### config.mk
export PLATFORM = sky130hd
export DESIGN_NAME = midpoint_ellipse_raster
export DESIGN_NICKNAME = d
export VERILOG_FILES = /design/src/hdl/emr_pkg.sv /design/src/hdl/emr_mul.sv /design/src/hdl/emr_walk.sv /design/src/hdl/emr_out.sv /design/src/hdl/midpoint_ellipse_raster.sv
export SDC_FILE = /design/constraint.sdc
export NUM_CORES = 2
export LEC_CHECK = 0
export BUFFER_PORTS_ARGS = -buffer_cell sky130_fd_sc_hd__buf_2
export CAP_MARGIN = 20
export CORE_ASPECT_RATIO = 1.4
export CORE_UTILIZATION = 37
export DETAILED_ROUTE_END_ITERATION = 12
export SYNTH_ARGS = -nofsm -noshare
export SYNTH_HDL_FRONTEND = slang
export SYNTH_SLANG_ARGS = --single-unit
### constraint.sdc
create_clock -name clk -period 7.87 [get_ports clk]
set_input_delay 1.574 -clock clk [delete_from_list [all_inputs] [get_ports clk]]
set_output_delay 1.574 -clock clk [all_outputs]
set_load 0.01 [all_outputs]
### src/hdl/emr_pkg.sv
// Shared types and constants of the midpoint ellipse rasterizer.
// No dependencies; imported by emr_walk, emr_out and the top level.
package emr_pkg;

	// Width of the scaled decision variable (wraps modulo 2^32)
	localparam int DEC_BITS = 32;

	// Command codes of an input item
	localparam logic CMD_START = 1'b0;
	localparam logic CMD_STEP  = 1'b1;

	// Sequencer states, one-hot
	typedef enum logic [8:0] {
		S_IDLE = 9'b000000001,
		S_SQA  = 9'b000000010,
		S_SQB  = 9'b000000100,
		S_AB   = 9'b000001000,
		S_INIT = 9'b000010000,
		S_P1   = 9'b000100000,
		S_P2   = 9'b001000000,
		S_UPD  = 9'b010000000,
		S_EMIT = 9'b100000000
	} emr_state_t;

	// Request from the walk sequencer to the output stage
	typedef struct packed {
		logic load;
		logic last;
	} emr_emit_t;

endpackage

### src/hdl/emr_mul.sv
// Shared unsigned multiplier with a registered product.
// No dependencies; used by the walk sequencer for every product it needs.
module emr_mul #(
	parameter int A_BITS = 16,
	parameter int B_BITS = 11
) (
	input  logic                       clk,
	input  logic [A_BITS-1:0]          op_a,
	input  logic [B_BITS-1:0]          op_b,
	output logic [A_BITS+B_BITS-1:0]   prod_q
);

	// Register the product of whatever the sequencer presents
	always_ff @(posedge clk) begin
		prod_q <= (A_BITS + B_BITS)'(op_a) * (A_BITS + B_BITS)'(op_b);
	end

endmodule

### src/hdl/emr_walk.sv
// Walk sequencer: ellipse state, decision update and multiplier schedule.
// Depends on emr_pkg and emr_mul.
module emr_walk #(
	parameter int RADIUS_BITS = 8,
	parameter int COORD_BITS  = 10
) (
	input  logic                          clk,
	input  logic                          arst_n,
	input  logic                          in_valid,
	output logic                          in_ready,
	input  logic                          cmd,
	input  logic signed [COORD_BITS-1:0]  center_x,
	input  logic signed [COORD_BITS-1:0]  center_y,
	input  logic [RADIUS_BITS-1:0]        radius_x,
	input  logic [RADIUS_BITS-1:0]        radius_y,
	input  logic                          out_free,
	output emr_pkg::emr_emit_t            emit,
	output logic signed [COORD_BITS-1:0]  cx_q,
	output logic signed [COORD_BITS-1:0]  cy_q,
	output logic [RADIUS_BITS+1:0]        x_q,
	output logic [RADIUS_BITS-1:0]        y_q
);
	import emr_pkg::*;

	localparam int X_BITS  = RADIUS_BITS + 2;
	localparam int SQ_BITS = 2 * RADIUS_BITS;
	localparam int MB_BITS = X_BITS + 1;
	localparam int PW      = SQ_BITS + MB_BITS;

	emr_state_t            state_q;
	logic [RADIUS_BITS-1:0] rad_a_q;
	logic [SQ_BITS-1:0]    a_sq_q;
	logic [SQ_BITS-1:0]    b_sq_q;
	logic [PW-1:0]         p1_q;
	logic [DEC_BITS-1:0]   dec_q;
	logic                  r2_q;
	logic                  active_q;
	logic                  last_q;

	logic [SQ_BITS-1:0]    op_a;
	logic [MB_BITS-1:0]    op_b;
	logic [PW-1:0]         prod;
	logic [MB_BITS-1:0]    y_dbl_m1;
	logic [MB_BITS-1:0]    x_p1;
	logic [DEC_BITS-1:0]   prod_d;
	logic [DEC_BITS-1:0]   p1_d;
	logic [DEC_BITS-1:0]   a_sq_d;
	logic [DEC_BITS-1:0]   b_sq_d;
	logic [DEC_BITS-1:0]   east_inc;
	logic [DEC_BITS-1:0]   dec_upd;
	logic [DEC_BITS-1:0]   dec_init;
	logic                  region_one;
	logic                  dec_neg;
	logic                  dec_pos;
	logic                  x_step;
	logic                  y_step;
	logic [RADIUS_BITS-1:0] y_next;

	emr_mul #(
		.A_BITS(SQ_BITS),
		.B_BITS(MB_BITS)
	) u_mul (
		.clk    (clk),
		.op_a   (op_a),
		.op_b   (op_b),
		.prod_q (prod)
	);

	// Operands derived from the current offsets
	assign y_dbl_m1 = MB_BITS'({y_q, 1'b0}) - MB_BITS'(1);
	assign x_p1     = MB_BITS'(x_q) + MB_BITS'(1);

	// Schedule the shared multiplier
	always_comb begin
		op_a = '0;
		op_b = '0;
		unique case (state_q)
			S_SQA: begin
				op_a = SQ_BITS'(rad_a_q);
				op_b = MB_BITS'(rad_a_q);
			end
			S_SQB: begin
				op_a = SQ_BITS'(y_q);
				op_b = MB_BITS'(y_q);
			end
			S_AB: begin
				op_a = a_sq_q;
				op_b = MB_BITS'(y_q);
			end
			S_P1: begin
				op_a = a_sq_q;
				op_b = y_dbl_m1;
			end
			S_P2: begin
				op_a = b_sq_q;
				op_b = x_p1;
			end
			default: begin
				op_a = '0;
				op_b = '0;
			end
		endcase
	end

	// Decision terms, all taken modulo 2^DEC_BITS
	assign prod_d   = DEC_BITS'(prod);
	assign p1_d     = DEC_BITS'(p1_q);
	assign a_sq_d   = DEC_BITS'(a_sq_q);
	assign b_sq_d   = DEC_BITS'(b_sq_q);
	assign dec_neg  = dec_q[DEC_BITS-1];
	assign dec_pos  = !dec_neg && (dec_q != '0);
	assign dec_init = (b_sq_d << 2) - (prod_d << 2) + a_sq_d;

	// Region one holds while a^2*(2y-1) > 2*b^2*(x+1); prod carries b^2*(x+1) here
	assign region_one = !r2_q && ({1'b0, p1_q} > {prod, 1'b0});
	assign east_inc   = (prod_d << 3) + (b_sq_d << 2);

	// Pick the move and the decision increment for one step
	always_comb begin
		if (region_one) begin
			x_step = 1'b1;
			y_step = !dec_neg;
			if (dec_neg) begin
				dec_upd = dec_q + east_inc;
			end else begin
				dec_upd = dec_q + east_inc + (a_sq_d << 2) - (p1_d << 2);
			end
		end else begin
			x_step = !dec_pos;
			y_step = 1'b1;
			if (dec_pos) begin
				dec_upd = dec_q + (a_sq_d << 3) - (p1_d << 2);
			end else begin
				dec_upd = dec_q + (prod_d << 3) + (a_sq_d << 3) - (p1_d << 2);
			end
		end
	end

	assign y_next = y_q - RADIUS_BITS'(y_step);

	// Sequence one item and hold the ellipse state
	always_ff @(posedge clk or negedge arst_n) begin
		if (!arst_n) begin
			state_q  <= S_IDLE;
			cx_q     <= '0;
			cy_q     <= '0;
			x_q      <= '0;
			y_q      <= '0;
			a_sq_q   <= '0;
			b_sq_q   <= '0;
			dec_q    <= '0;
			r2_q     <= 1'b0;
			active_q <= 1'b0;
			last_q   <= 1'b0;
		end else begin
			unique case (state_q)
				S_IDLE: begin
					if (in_valid) begin
						if (cmd == CMD_START) begin
							cx_q    <= center_x;
							cy_q    <= center_y;
							y_q     <= radius_y;
							state_q <= S_SQA;
						end else if (active_q) begin
							state_q <= S_P1;
						end else begin
							last_q  <= 1'b1;
							state_q <= S_EMIT;
						end
					end
				end
				S_SQA: begin
					state_q <= S_SQB;
				end
				S_SQB: begin
					a_sq_q  <= prod[SQ_BITS-1:0];
					state_q <= S_AB;
				end
				S_AB: begin
					b_sq_q  <= prod[SQ_BITS-1:0];
					state_q <= S_INIT;
				end
				S_INIT: begin
					dec_q    <= dec_init;
					x_q      <= '0;
					r2_q     <= 1'b0;
					active_q <= (y_q != '0);
					last_q   <= (y_q == '0);
					state_q  <= S_EMIT;
				end
				S_P1: begin
					state_q <= S_P2;
				end
				S_P2: begin
					state_q <= S_UPD;
				end
				S_UPD: begin
					dec_q  <= dec_upd;
					x_q    <= x_q + X_BITS'(x_step);
					y_q    <= y_next;
					last_q <= (y_next == '0);
					if (!region_one) begin
						r2_q <= 1'b1;
					end
					if (y_next == '0) begin
						active_q <= 1'b0;
					end
					state_q <= S_EMIT;
				end
				S_EMIT: begin
					if (out_free) begin
						state_q <= S_IDLE;
					end
				end
				default: begin
					state_q <= S_IDLE;
				end
			endcase
		end
	end

	// Capture the region-one product and the start radius
	always_ff @(posedge clk) begin
		if (state_q == S_P2) begin
			p1_q <= prod;
		end
		if (state_q == S_IDLE && in_valid && cmd == CMD_START) begin
			rad_a_q <= radius_x;
		end
	end

	assign in_ready  = (state_q == S_IDLE);
	assign emit.load = (state_q == S_EMIT) && out_free;
	assign emit.last = last_q;

endmodule

### src/hdl/emr_out.sv
// Output stage: mirrors the offset into four points and holds the result item.
// Depends on emr_pkg.
module emr_out #(
	parameter int RADIUS_BITS = 8,
	parameter int COORD_BITS  = 10
) (
	input  logic                          clk,
	input  logic                          arst_n,
	input  emr_pkg::emr_emit_t            emit,
	input  logic signed [COORD_BITS-1:0]  cx,
	input  logic signed [COORD_BITS-1:0]  cy,
	input  logic [RADIUS_BITS+1:0]        ox,
	input  logic [RADIUS_BITS-1:0]        oy,
	output logic                          out_free,
	output logic                          out_valid,
	input  logic                          out_ready,
	output logic signed [COORD_BITS:0]    p0_x,
	output logic signed [COORD_BITS:0]    p0_y,
	output logic signed [COORD_BITS:0]    p1_x,
	output logic signed [COORD_BITS:0]    p1_y,
	output logic signed [COORD_BITS:0]    p2_x,
	output logic signed [COORD_BITS:0]    p2_y,
	output logic signed [COORD_BITS:0]    p3_x,
	output logic signed [COORD_BITS:0]    p3_y,
	output logic                          last
);
	import emr_pkg::*;

	localparam int OUT_BITS = COORD_BITS + 1;
	localparam int X_BITS   = RADIUS_BITS + 2;
	localparam int SUM_W    = (OUT_BITS > X_BITS + 1) ? OUT_BITS : X_BITS + 1;

	logic [SUM_W-1:0]    cx_w;
	logic [SUM_W-1:0]    cy_w;
	logic [SUM_W-1:0]    ox_w;
	logic [SUM_W-1:0]    oy_w;
	logic [SUM_W-1:0]    xp;
	logic [SUM_W-1:0]    xm;
	logic [SUM_W-1:0]    yp;
	logic [SUM_W-1:0]    ym;
	logic                valid_q;
	logic                last_q;
	logic [OUT_BITS-1:0] xp_q;
	logic [OUT_BITS-1:0] xm_q;
	logic [OUT_BITS-1:0] yp_q;
	logic [OUT_BITS-1:0] ym_q;

	// Sign-extend the center, zero-extend the offsets, wrap to output width
	assign cx_w = SUM_W'(cx);
	assign cy_w = SUM_W'(cy);
	assign ox_w = SUM_W'(ox);
	assign oy_w = SUM_W'(oy);
	assign xp   = cx_w + ox_w;
	assign xm   = cx_w - ox_w;
	assign yp   = cy_w + oy_w;
	assign ym   = cy_w - oy_w;

	assign out_free = !valid_q || out_ready;

	// Hold the valid flag until the item is taken
	always_ff @(posedge clk or negedge arst_n) begin
		if (!arst_n) begin
			valid_q <= 1'b0;
		end else if (emit.load) begin
			valid_q <= 1'b1;
		end else if (out_ready) begin
			valid_q <= 1'b0;
		end
	end

	// Load the point set
	always_ff @(posedge clk) begin
		if (emit.load) begin
			xp_q   <= xp[OUT_BITS-1:0];
			xm_q   <= xm[OUT_BITS-1:0];
			yp_q   <= yp[OUT_BITS-1:0];
			ym_q   <= ym[OUT_BITS-1:0];
			last_q <= emit.last;
		end
	end

	assign out_valid = valid_q;
	assign p0_x      = xp_q;
	assign p0_y      = yp_q;
	assign p1_x      = xp_q;
	assign p1_y      = ym_q;
	assign p2_x      = xm_q;
	assign p2_y      = yp_q;
	assign p3_x      = xm_q;
	assign p3_y      = ym_q;
	assign last      = last_q;

endmodule

### src/hdl/midpoint_ellipse_raster.sv
// Midpoint ellipse rasterizer, top level.
// Depends on emr_pkg, emr_walk and emr_out.
//
// A start item (cmd 0) loads the center and radii and returns the four points at
// offset (0, radius_y); each step item (cmd 1) advances the quadrant walk by one
// move and returns the next four mirrored points, with last set on the final set.
// A step with no active ellipse returns the stored points again with last set.
// The block takes one item at a time and takes no new item before it has finished the
// last. A start item runs through the states SQA, SQB, AB, INIT and EMIT, a step item
// through P1, P2, UPD and EMIT, and a step while idle through EMIT alone; in_ready stays
// low until EMIT hands the result on. EMIT waits while the output register still holds
// a result that is not taken, so such a result holds off the next input item.
// The sequence comes from the single multiplier, which forms a^2, b^2 and a^2*b on
// start and a^2*(2y-1) and b^2*(x+1) on each step, one product per cycle.
module midpoint_ellipse_raster #(
	parameter int RADIUS_BITS = 8,
	parameter int COORD_BITS  = 10
) (
	input  logic                          clk,
	input  logic                          arst_n,
	input  logic                          in_valid,
	output logic                          in_ready,
	input  logic                          cmd,
	input  logic signed [COORD_BITS-1:0]  center_x,
	input  logic signed [COORD_BITS-1:0]  center_y,
	input  logic [RADIUS_BITS-1:0]        radius_x,
	input  logic [RADIUS_BITS-1:0]        radius_y,
	output logic                          out_valid,
	input  logic                          out_ready,
	output logic signed [COORD_BITS:0]    p0_x,
	output logic signed [COORD_BITS:0]    p0_y,
	output logic signed [COORD_BITS:0]    p1_x,
	output logic signed [COORD_BITS:0]    p1_y,
	output logic signed [COORD_BITS:0]    p2_x,
	output logic signed [COORD_BITS:0]    p2_y,
	output logic signed [COORD_BITS:0]    p3_x,
	output logic signed [COORD_BITS:0]    p3_y,
	output logic                          last
);
	import emr_pkg::*;

	emr_emit_t                    emit;
	logic                         out_free;
	logic signed [COORD_BITS-1:0] cx;
	logic signed [COORD_BITS-1:0] cy;
	logic [RADIUS_BITS+1:0]       ox;
	logic [RADIUS_BITS-1:0]       oy;

	emr_walk #(
		.RADIUS_BITS(RADIUS_BITS),
		.COORD_BITS (COORD_BITS)
	) u_walk (
		.clk      (clk),
		.arst_n   (arst_n),
		.in_valid (in_valid),
		.in_ready (in_ready),
		.cmd      (cmd),
		.center_x (center_x),
		.center_y (center_y),
		.radius_x (radius_x),
		.radius_y (radius_y),
		.out_free (out_free),
		.emit     (emit),
		.cx_q     (cx),
		.cy_q     (cy),
		.x_q      (ox),
		.y_q      (oy)
	);

	emr_out #(
		.RADIUS_BITS(RADIUS_BITS),
		.COORD_BITS (COORD_BITS)
	) u_out (
		.clk       (clk),
		.arst_n    (arst_n),
		.emit      (emit),
		.cx        (cx),
		.cy        (cy),
		.ox        (ox),
		.oy        (oy),
		.out_free  (out_free),
		.out_valid (out_valid),
		.out_ready (out_ready),
		.p0_x      (p0_x),
		.p0_y      (p0_y),
		.p1_x      (p1_x),
		.p1_y      (p1_y),
		.p2_x      (p2_x),
		.p2_y      (p2_y),
		.p3_x      (p3_x),
		.p3_y      (p3_y),
		.last      (last)
	);

endmodule

**Word-level counts from Yosys, hierarchy flattened**

Index checks and enable logic that the tools add are counted.
Widths: inputs -> output; s select.

- Bits in registers: 222
- Bits in latches: 0
- Memory bits (writable): 0
- Memory bits (read-only): 0
- Bits of input ports: 41
- Output and inout port bits: 91
- Word-level logic and storage cells: 112
- Memories: 0

- Add/sub/neg operators: 19
- Multiply operators: 1
- Divide/modulo/power cells: 0
- Magnitude comparators: 1
- Equal/unequal tests: 16
- Shifts and indexed selects: 0
- Muxes and demuxes: 27
- Bitwise gates (word level): 1
- Reductions and logical operators: 27

Operators with widths:

| operator | count |
|---|---|
| $mux 32 | 3 |
| $sub 32x29->32 | 3 |
| $pmux 9 s8 | 1 |
| $add 32x19->32 | 2 |
| $pmux 16 s4 | 1 |
| $pmux 32 s2 | 1 |
| $pmux 11 s4 | 1 |
| $mux 9 | 4 |
| $add 32x16->32 | 1 |
| $add 32x18->32 | 1 |
| $add 32x30->32 | 1 |
| $add 32x32->32 | 1 |
| $reduce_bool 32->1 | 1 |
| $add 30x18->31 | 1 |
| $sub 18x29->30 | 1 |
| $gt 27x28->1 | 1 |
| $mul 16x11->27 | 1 |
| $pmux 10 s2 | 1 |
| $logic_not 8->1 | 2 |
| $mux 8 | 2 |
| $pmux 8 s2 | 1 |
| $add 10x1->11 const B | 1 |
| $add 10x9->11 | 1 |
| $add 11x10->11 | 1 |
| 30 further kinds | 58 |

**Logic depth before layout (Yosys ltp)**

- Word-level depth: 7
- Depth in mapped cells: 35
- Gate-level depth less buffers: 35

**Hierarchy**

From an unflattened synthesis, not the netlist that was laid out.

- Cell total of the unflattened synthesis: 3282
- Area, all modules: 28083.2 um2

Modules (own cells, without submodules):

| module | times used | cells an instance | area an instance (um2) | sequential area each (um2) |
|---|---|---|---|---|
| emr_walk | 1 | 2230 | 18325.1 | 3905.0 |
| emr_mul | 1 | 719 | 6371.1 | 540.5 |
| emr_out | 1 | 333 | 3387.0 | 1316.3 |

**Worst setup path before layout**

Ideal clock, no wire load.

- Path kind: register to register
- From: register u_walk.state_q[7]
- To: register u_walk.u_mul.prod_q[25]
- Setup time: 0.072 ns
- Data arrival time: 7.291 ns
- Required time: 7.798 ns
- Slack: 0.506 ns
- Stages on the path, launching flop included: 27
- Buffers on the path: 2
- Period minus slack after synthesis: 7.364 ns
- Cell sequence: dfrtp_1 > nor3_1 > and2_1 > nand4b_1 > inv_1 > clkbuf_1 > clkbuf_1 > a22o_1 > nand2_1 > fa_1 > fa_1 > inv_1 > fa_1 > fa_1 > inv_1 > fa_1 > inv_1 > ha_1 > or2_2 > a21oi_1 > a31oi_1 > a21oi_1 > o21ai_0 > o31a_1 > o21a_1 > nor2_1 > xnor2_1

- Cells in the longest elaborated chain, start to end: 4
- Elaborated cells on any way between the ends: 10
- Classes of those cells: mul: 1; eq/ne: 5; mux: 2; reduce/logical: 2

RTL lines:

| what | RTL line | source |
|---|---|---|
| start, declared | emr_walk.sv:30 | `emr_state_t state_q;` |
| start signal, assigned | emr_walk.sv:144 | `state_q <= S_IDLE;` |
| start signal, assigned | emr_walk.sv:163 | `state_q <= S_SQA;` |
| start signal, assigned | emr_walk.sv:165 | `state_q <= S_P1;` |
| $eq 9x4->1, or another cell as far along | emr_walk.sv:77 | `unique case (state_q)` |
| $reduce_or 2->1 (no source line) | - |  |
| $pmux 16 s4 or $pmux 11 s4 (tied branches) | emr_walk.sv:77 |  |
| $mul 16x11->27 (*) | emr_mul.sv:15 | `prod_q <= (A_BITS + B_BITS)'(op_a) * (A_BITS + B_BITS)'(op_b);` |
| end signal, assigned | emr_mul.sv:15 |  |
| end, declared | emr_mul.sv:10 | `output logic [A_BITS+B_BITS-1:0] prod_q` |

Mark *: on every way between the ends. The rest lies on a longest branch, timed or not.
A chain may end at the register's enable or synchronous reset.

**Worst setup path after layout**

- From: register u_walk.state_q[3]
- To: register u_walk.u_mul.prod_q[26]

The elaborated chain is that of the path after synthesis.

==> impl_results.md <==
- Initial antenna violation count: 0
- Max_cap viols: 0
- Post-CTS setup buffers: 0
- TritonCTS clock tree: built
- Die Y: roughly 330 um
- Final wirelength: between 80000 and 90000 um
- # diodes: 0
- Crit path arrival time: 7780 ps
- Hold Path Sink: u_out.last
- Synthesized cell area: ~28000 sq um
- Min Clock Period, post-route: roughly 7300 ps
- Num ports: 132
- Reg-to-reg slack, setup: 530 ps
- Pleak: between 10 and 15 nW
- Cell count of the worst reg-to-reg path: 26
- Final Max Tran Viols: 0
- Most frequent cells in the layout: 440 x inv_1, 333 x ha_1, 328 x nand2_1
- First-pass GRT wire length: between 100000 and 150000 um
- Peak VDD IR: 0.276 mV
- GRT Residual Overflow: 0
- Seq/Total Area, Yosys: 20.6%
- Post-Syn Instances: 3284
- Hold crit path type: flip-flop to flip-flop
- Row count: around 120
- Netlist cell types: roughly 100
- Vias in the first global route: around 24000
- Tcrit/Tclk final: between 90% and 100%
- Final net count: 3941
- Clock transition at path regs: around 60 ps
- Clk_lat worst skew: around 580 ps
- Setup TNS Final: 0 ps
- Layout cell share with drive strength beyond 1: around 7.9%
- Peak Freq: between 100 and 150 MHz
- 1st-pass router iterations: 8
- Die Wd: between 200 and 250 um
- Worst Setup End Kind: flip-flop
- Routed via count: between 20000 and 25000
- Critical-path top delay cell: fa_1
- Unrepaired setup endpoints after global routing: no
- Total CTS buffers: 24
- Most used DFF post-synth: dfrtp_1
- CP Data Required Time: 8310 ps
- Net Count, Synth: 3866
- Crit path launch type: flip-flop
- Via/cell ratio: roughly 5.5
- H-tree levels: 1
- Pre-CTS setup slack: approximately 360 ps
- Worst Tran Pin Value: about 1200 ps
- DP HPWL: 71500 um
- Number of synthesized register bits: 220
- Hold_sp: u_walk.last_q
- Worst reg2reg startpoint: u_walk.state_q[3]
- Crit-path max cell delay: between 500 and 600 ps
- Max Clock Skew: roughly 25 ps
- Commonest non-fill, non-tap cell in the layout: inv_1
- Area delta synth->final: 8.44%
- Clock sinks: 220
- FILL cells: between 7000 and 8000
- Final setup violation count: 0
- Syn_area_per_cell: 8.53 sq um
- ANT nets after route: 0
- Cts hold-fix bufs: 0
- Sequential standard cell area: about 5800 sq um
- Max-slew headroom: a little under a fifth
- Core Util, Final: roughly 40%
- Root Driver: clkbuf_16
- Multi-input gate area: 20000 sq um
- Core area: 75000 sq um
- CP dominant cell by count: fa_1
- Synth warn: 0
- Async SR Flop Fraction: between 50% and 60%
- Wire length per cell: 19.8 um
- PD cells: between 200 and 250 nW/um^2
- GP Congestion: between 0.9 and 1
- Hold Vio Cnt, Final: 0
- Starting density of the core: between 30% and 40%
- Largest net degree at the start of global routing: a little over 60
- Status: finished clean
- Die ar.: ~77000 sq um
- CTS Buffer Depth: 3
- Total GRT Usage: roughly 23%
- Residual DRC count: 0
- Cts repair resizes: 0
- CP delay by family, top: adder cells
- Critical path class: flip-flop to flip-flop
- Reg-to-Reg End: u_walk.u_mul.prod_q[26]
- Number of synthesized flops with an enable pin: 78
- Bufs and invs on worst path: 4
- Worst Setup Slack, final: approximately 530 ps
- Input/output buffers: 131
- WHS Path Cells: 0
- CP Max Fanout: 10
- DR iter-0 viols: around 1700
worst max path at each step:
stage / startpoint / endpoint / slack (ps) / cells after the start
2_1_floorplan: u_walk.state_q[7] / u_walk.u_mul.prod_q[25] / 510 / 26
4_1_cts: u_walk.u_mul.prod_q[0] / u_walk.dec_q[31] / 310 / 31
3_5_place_dp: u_walk.u_mul.prod_q[0] / u_walk.dec_q[31] / 360 / 31
3_3_place_gp: u_walk.u_mul.prod_q[0] / u_walk.dec_q[27] / 470 / 32
5_1_grt: u_walk.state_q[3] / u_walk.u_mul.prod_q[26] / 8 / 26
6_report: u_walk.state_q[3] / u_walk.u_mul.prod_q[26] / 530 / 26
routing by layer:
layer  global-route usage (%)  vias to the layer above  part of all wire [%]
li1                         -                    11400                     -
met1                     28.5                    11600                    42
met2                     39.9                      618                    50
met3                     1.53                      160                   4.1
met4                     8.20                        0                   3.8
met5                        0                        -                     0
through the flow:
stage | cells | total power, W | hold WS, ps | area (sq um)
detailed placement | 4301 | 0.00591 | 438 | 29600
global placement | 4301 | 0.00591 | 443 | 29600
CTS | 4345 | 0.00710 | 455 | 30400
global route | 4345 | 0.00761 | 475 | 30400
floorplan | 3284 | 0.00479 | 406 | 28000
finish | 4345 | 0.00712 | 455 | 30400
registers in the layout, summed over array words and instances, names as in the netlist, 11 cells and up:
signal and cells:
u_walk.p1_q 27, u_walk.a_sq_q 16, u_out.p2_x 11, u_walk.u_mul.prod_q 27, u_out.p1_y 11, u_walk.b_sq_q 16
u_walk.dec_q 32
synth_stat cells (15+ instances only):
cell	instances	area [sq um]
nand2_1	329	1230
and3_1	33	206
and2_1	17	106
nand2b_1	32	200
o21ai_0	183	916
ha_1	333	4170
a21oi_1	210	1050
xor2_1	63	552
nor4_1	15	93.8
a31oi_1	20	125
nor3_1	47	235
a21o_1	82	616
nor2_1	271	1020
buf_4	47	353
dfxtp_1	27	541
nand3_1	52	260
o21a_1	32	240
nor2b_1	31	194
nand4_1	29	181
clkbuf_1	64	240
fa_1	208	4160
inv_1	441	1660
edfxtp_1	78	2340
xnor2_1	161	1410
o21bai_1	26	195
dfrtp_1	114	2850
o211ai_1	32	240
a211oi_1	38	285
report_power, final:
part	switching, W	leakage (nW)	internal, W
combinational	0.00269	11.7	0.00171
clock	0.000514	0.372	0.000628
sequential	0.000178	2.51	0.00140
total	0.00338	14.6	0.00374
kinds of logic after synthesis:
logic type      count (synthesis)  synth area share [%]
compound gates                805                  18.8
simple gates                  914                  15.1
xor+xnor                      226                  7.12
flops                         220                  20.6
fa+ha+maj                     541                  29.7
buf+inv                       569                  8.30
mux                             9                 0.322
worst reg2reg max path: cells and delay by family, from the launching register on:
family,cells,cell delay [ps]
adder cells (fa/ha/maj),6,3030
AND/OR/NAND/NOR,7,1580
AO/OA/AOI/OAI,9,1780
flip-flops,1,430
buffers and inverters,4,370
layout make-up:
class | count | area share, %
timing repair buffer | 177 | 3.32
clock buffer | 41 | 2.38
clock inverter | 3 | 0.136
sequential | 220 | 19.0
multi-input combinational | 2495 | 65.8
inverter | 441 | 5.45
tap | 968 | 3.99
Power figures use the tool's default switching activity.
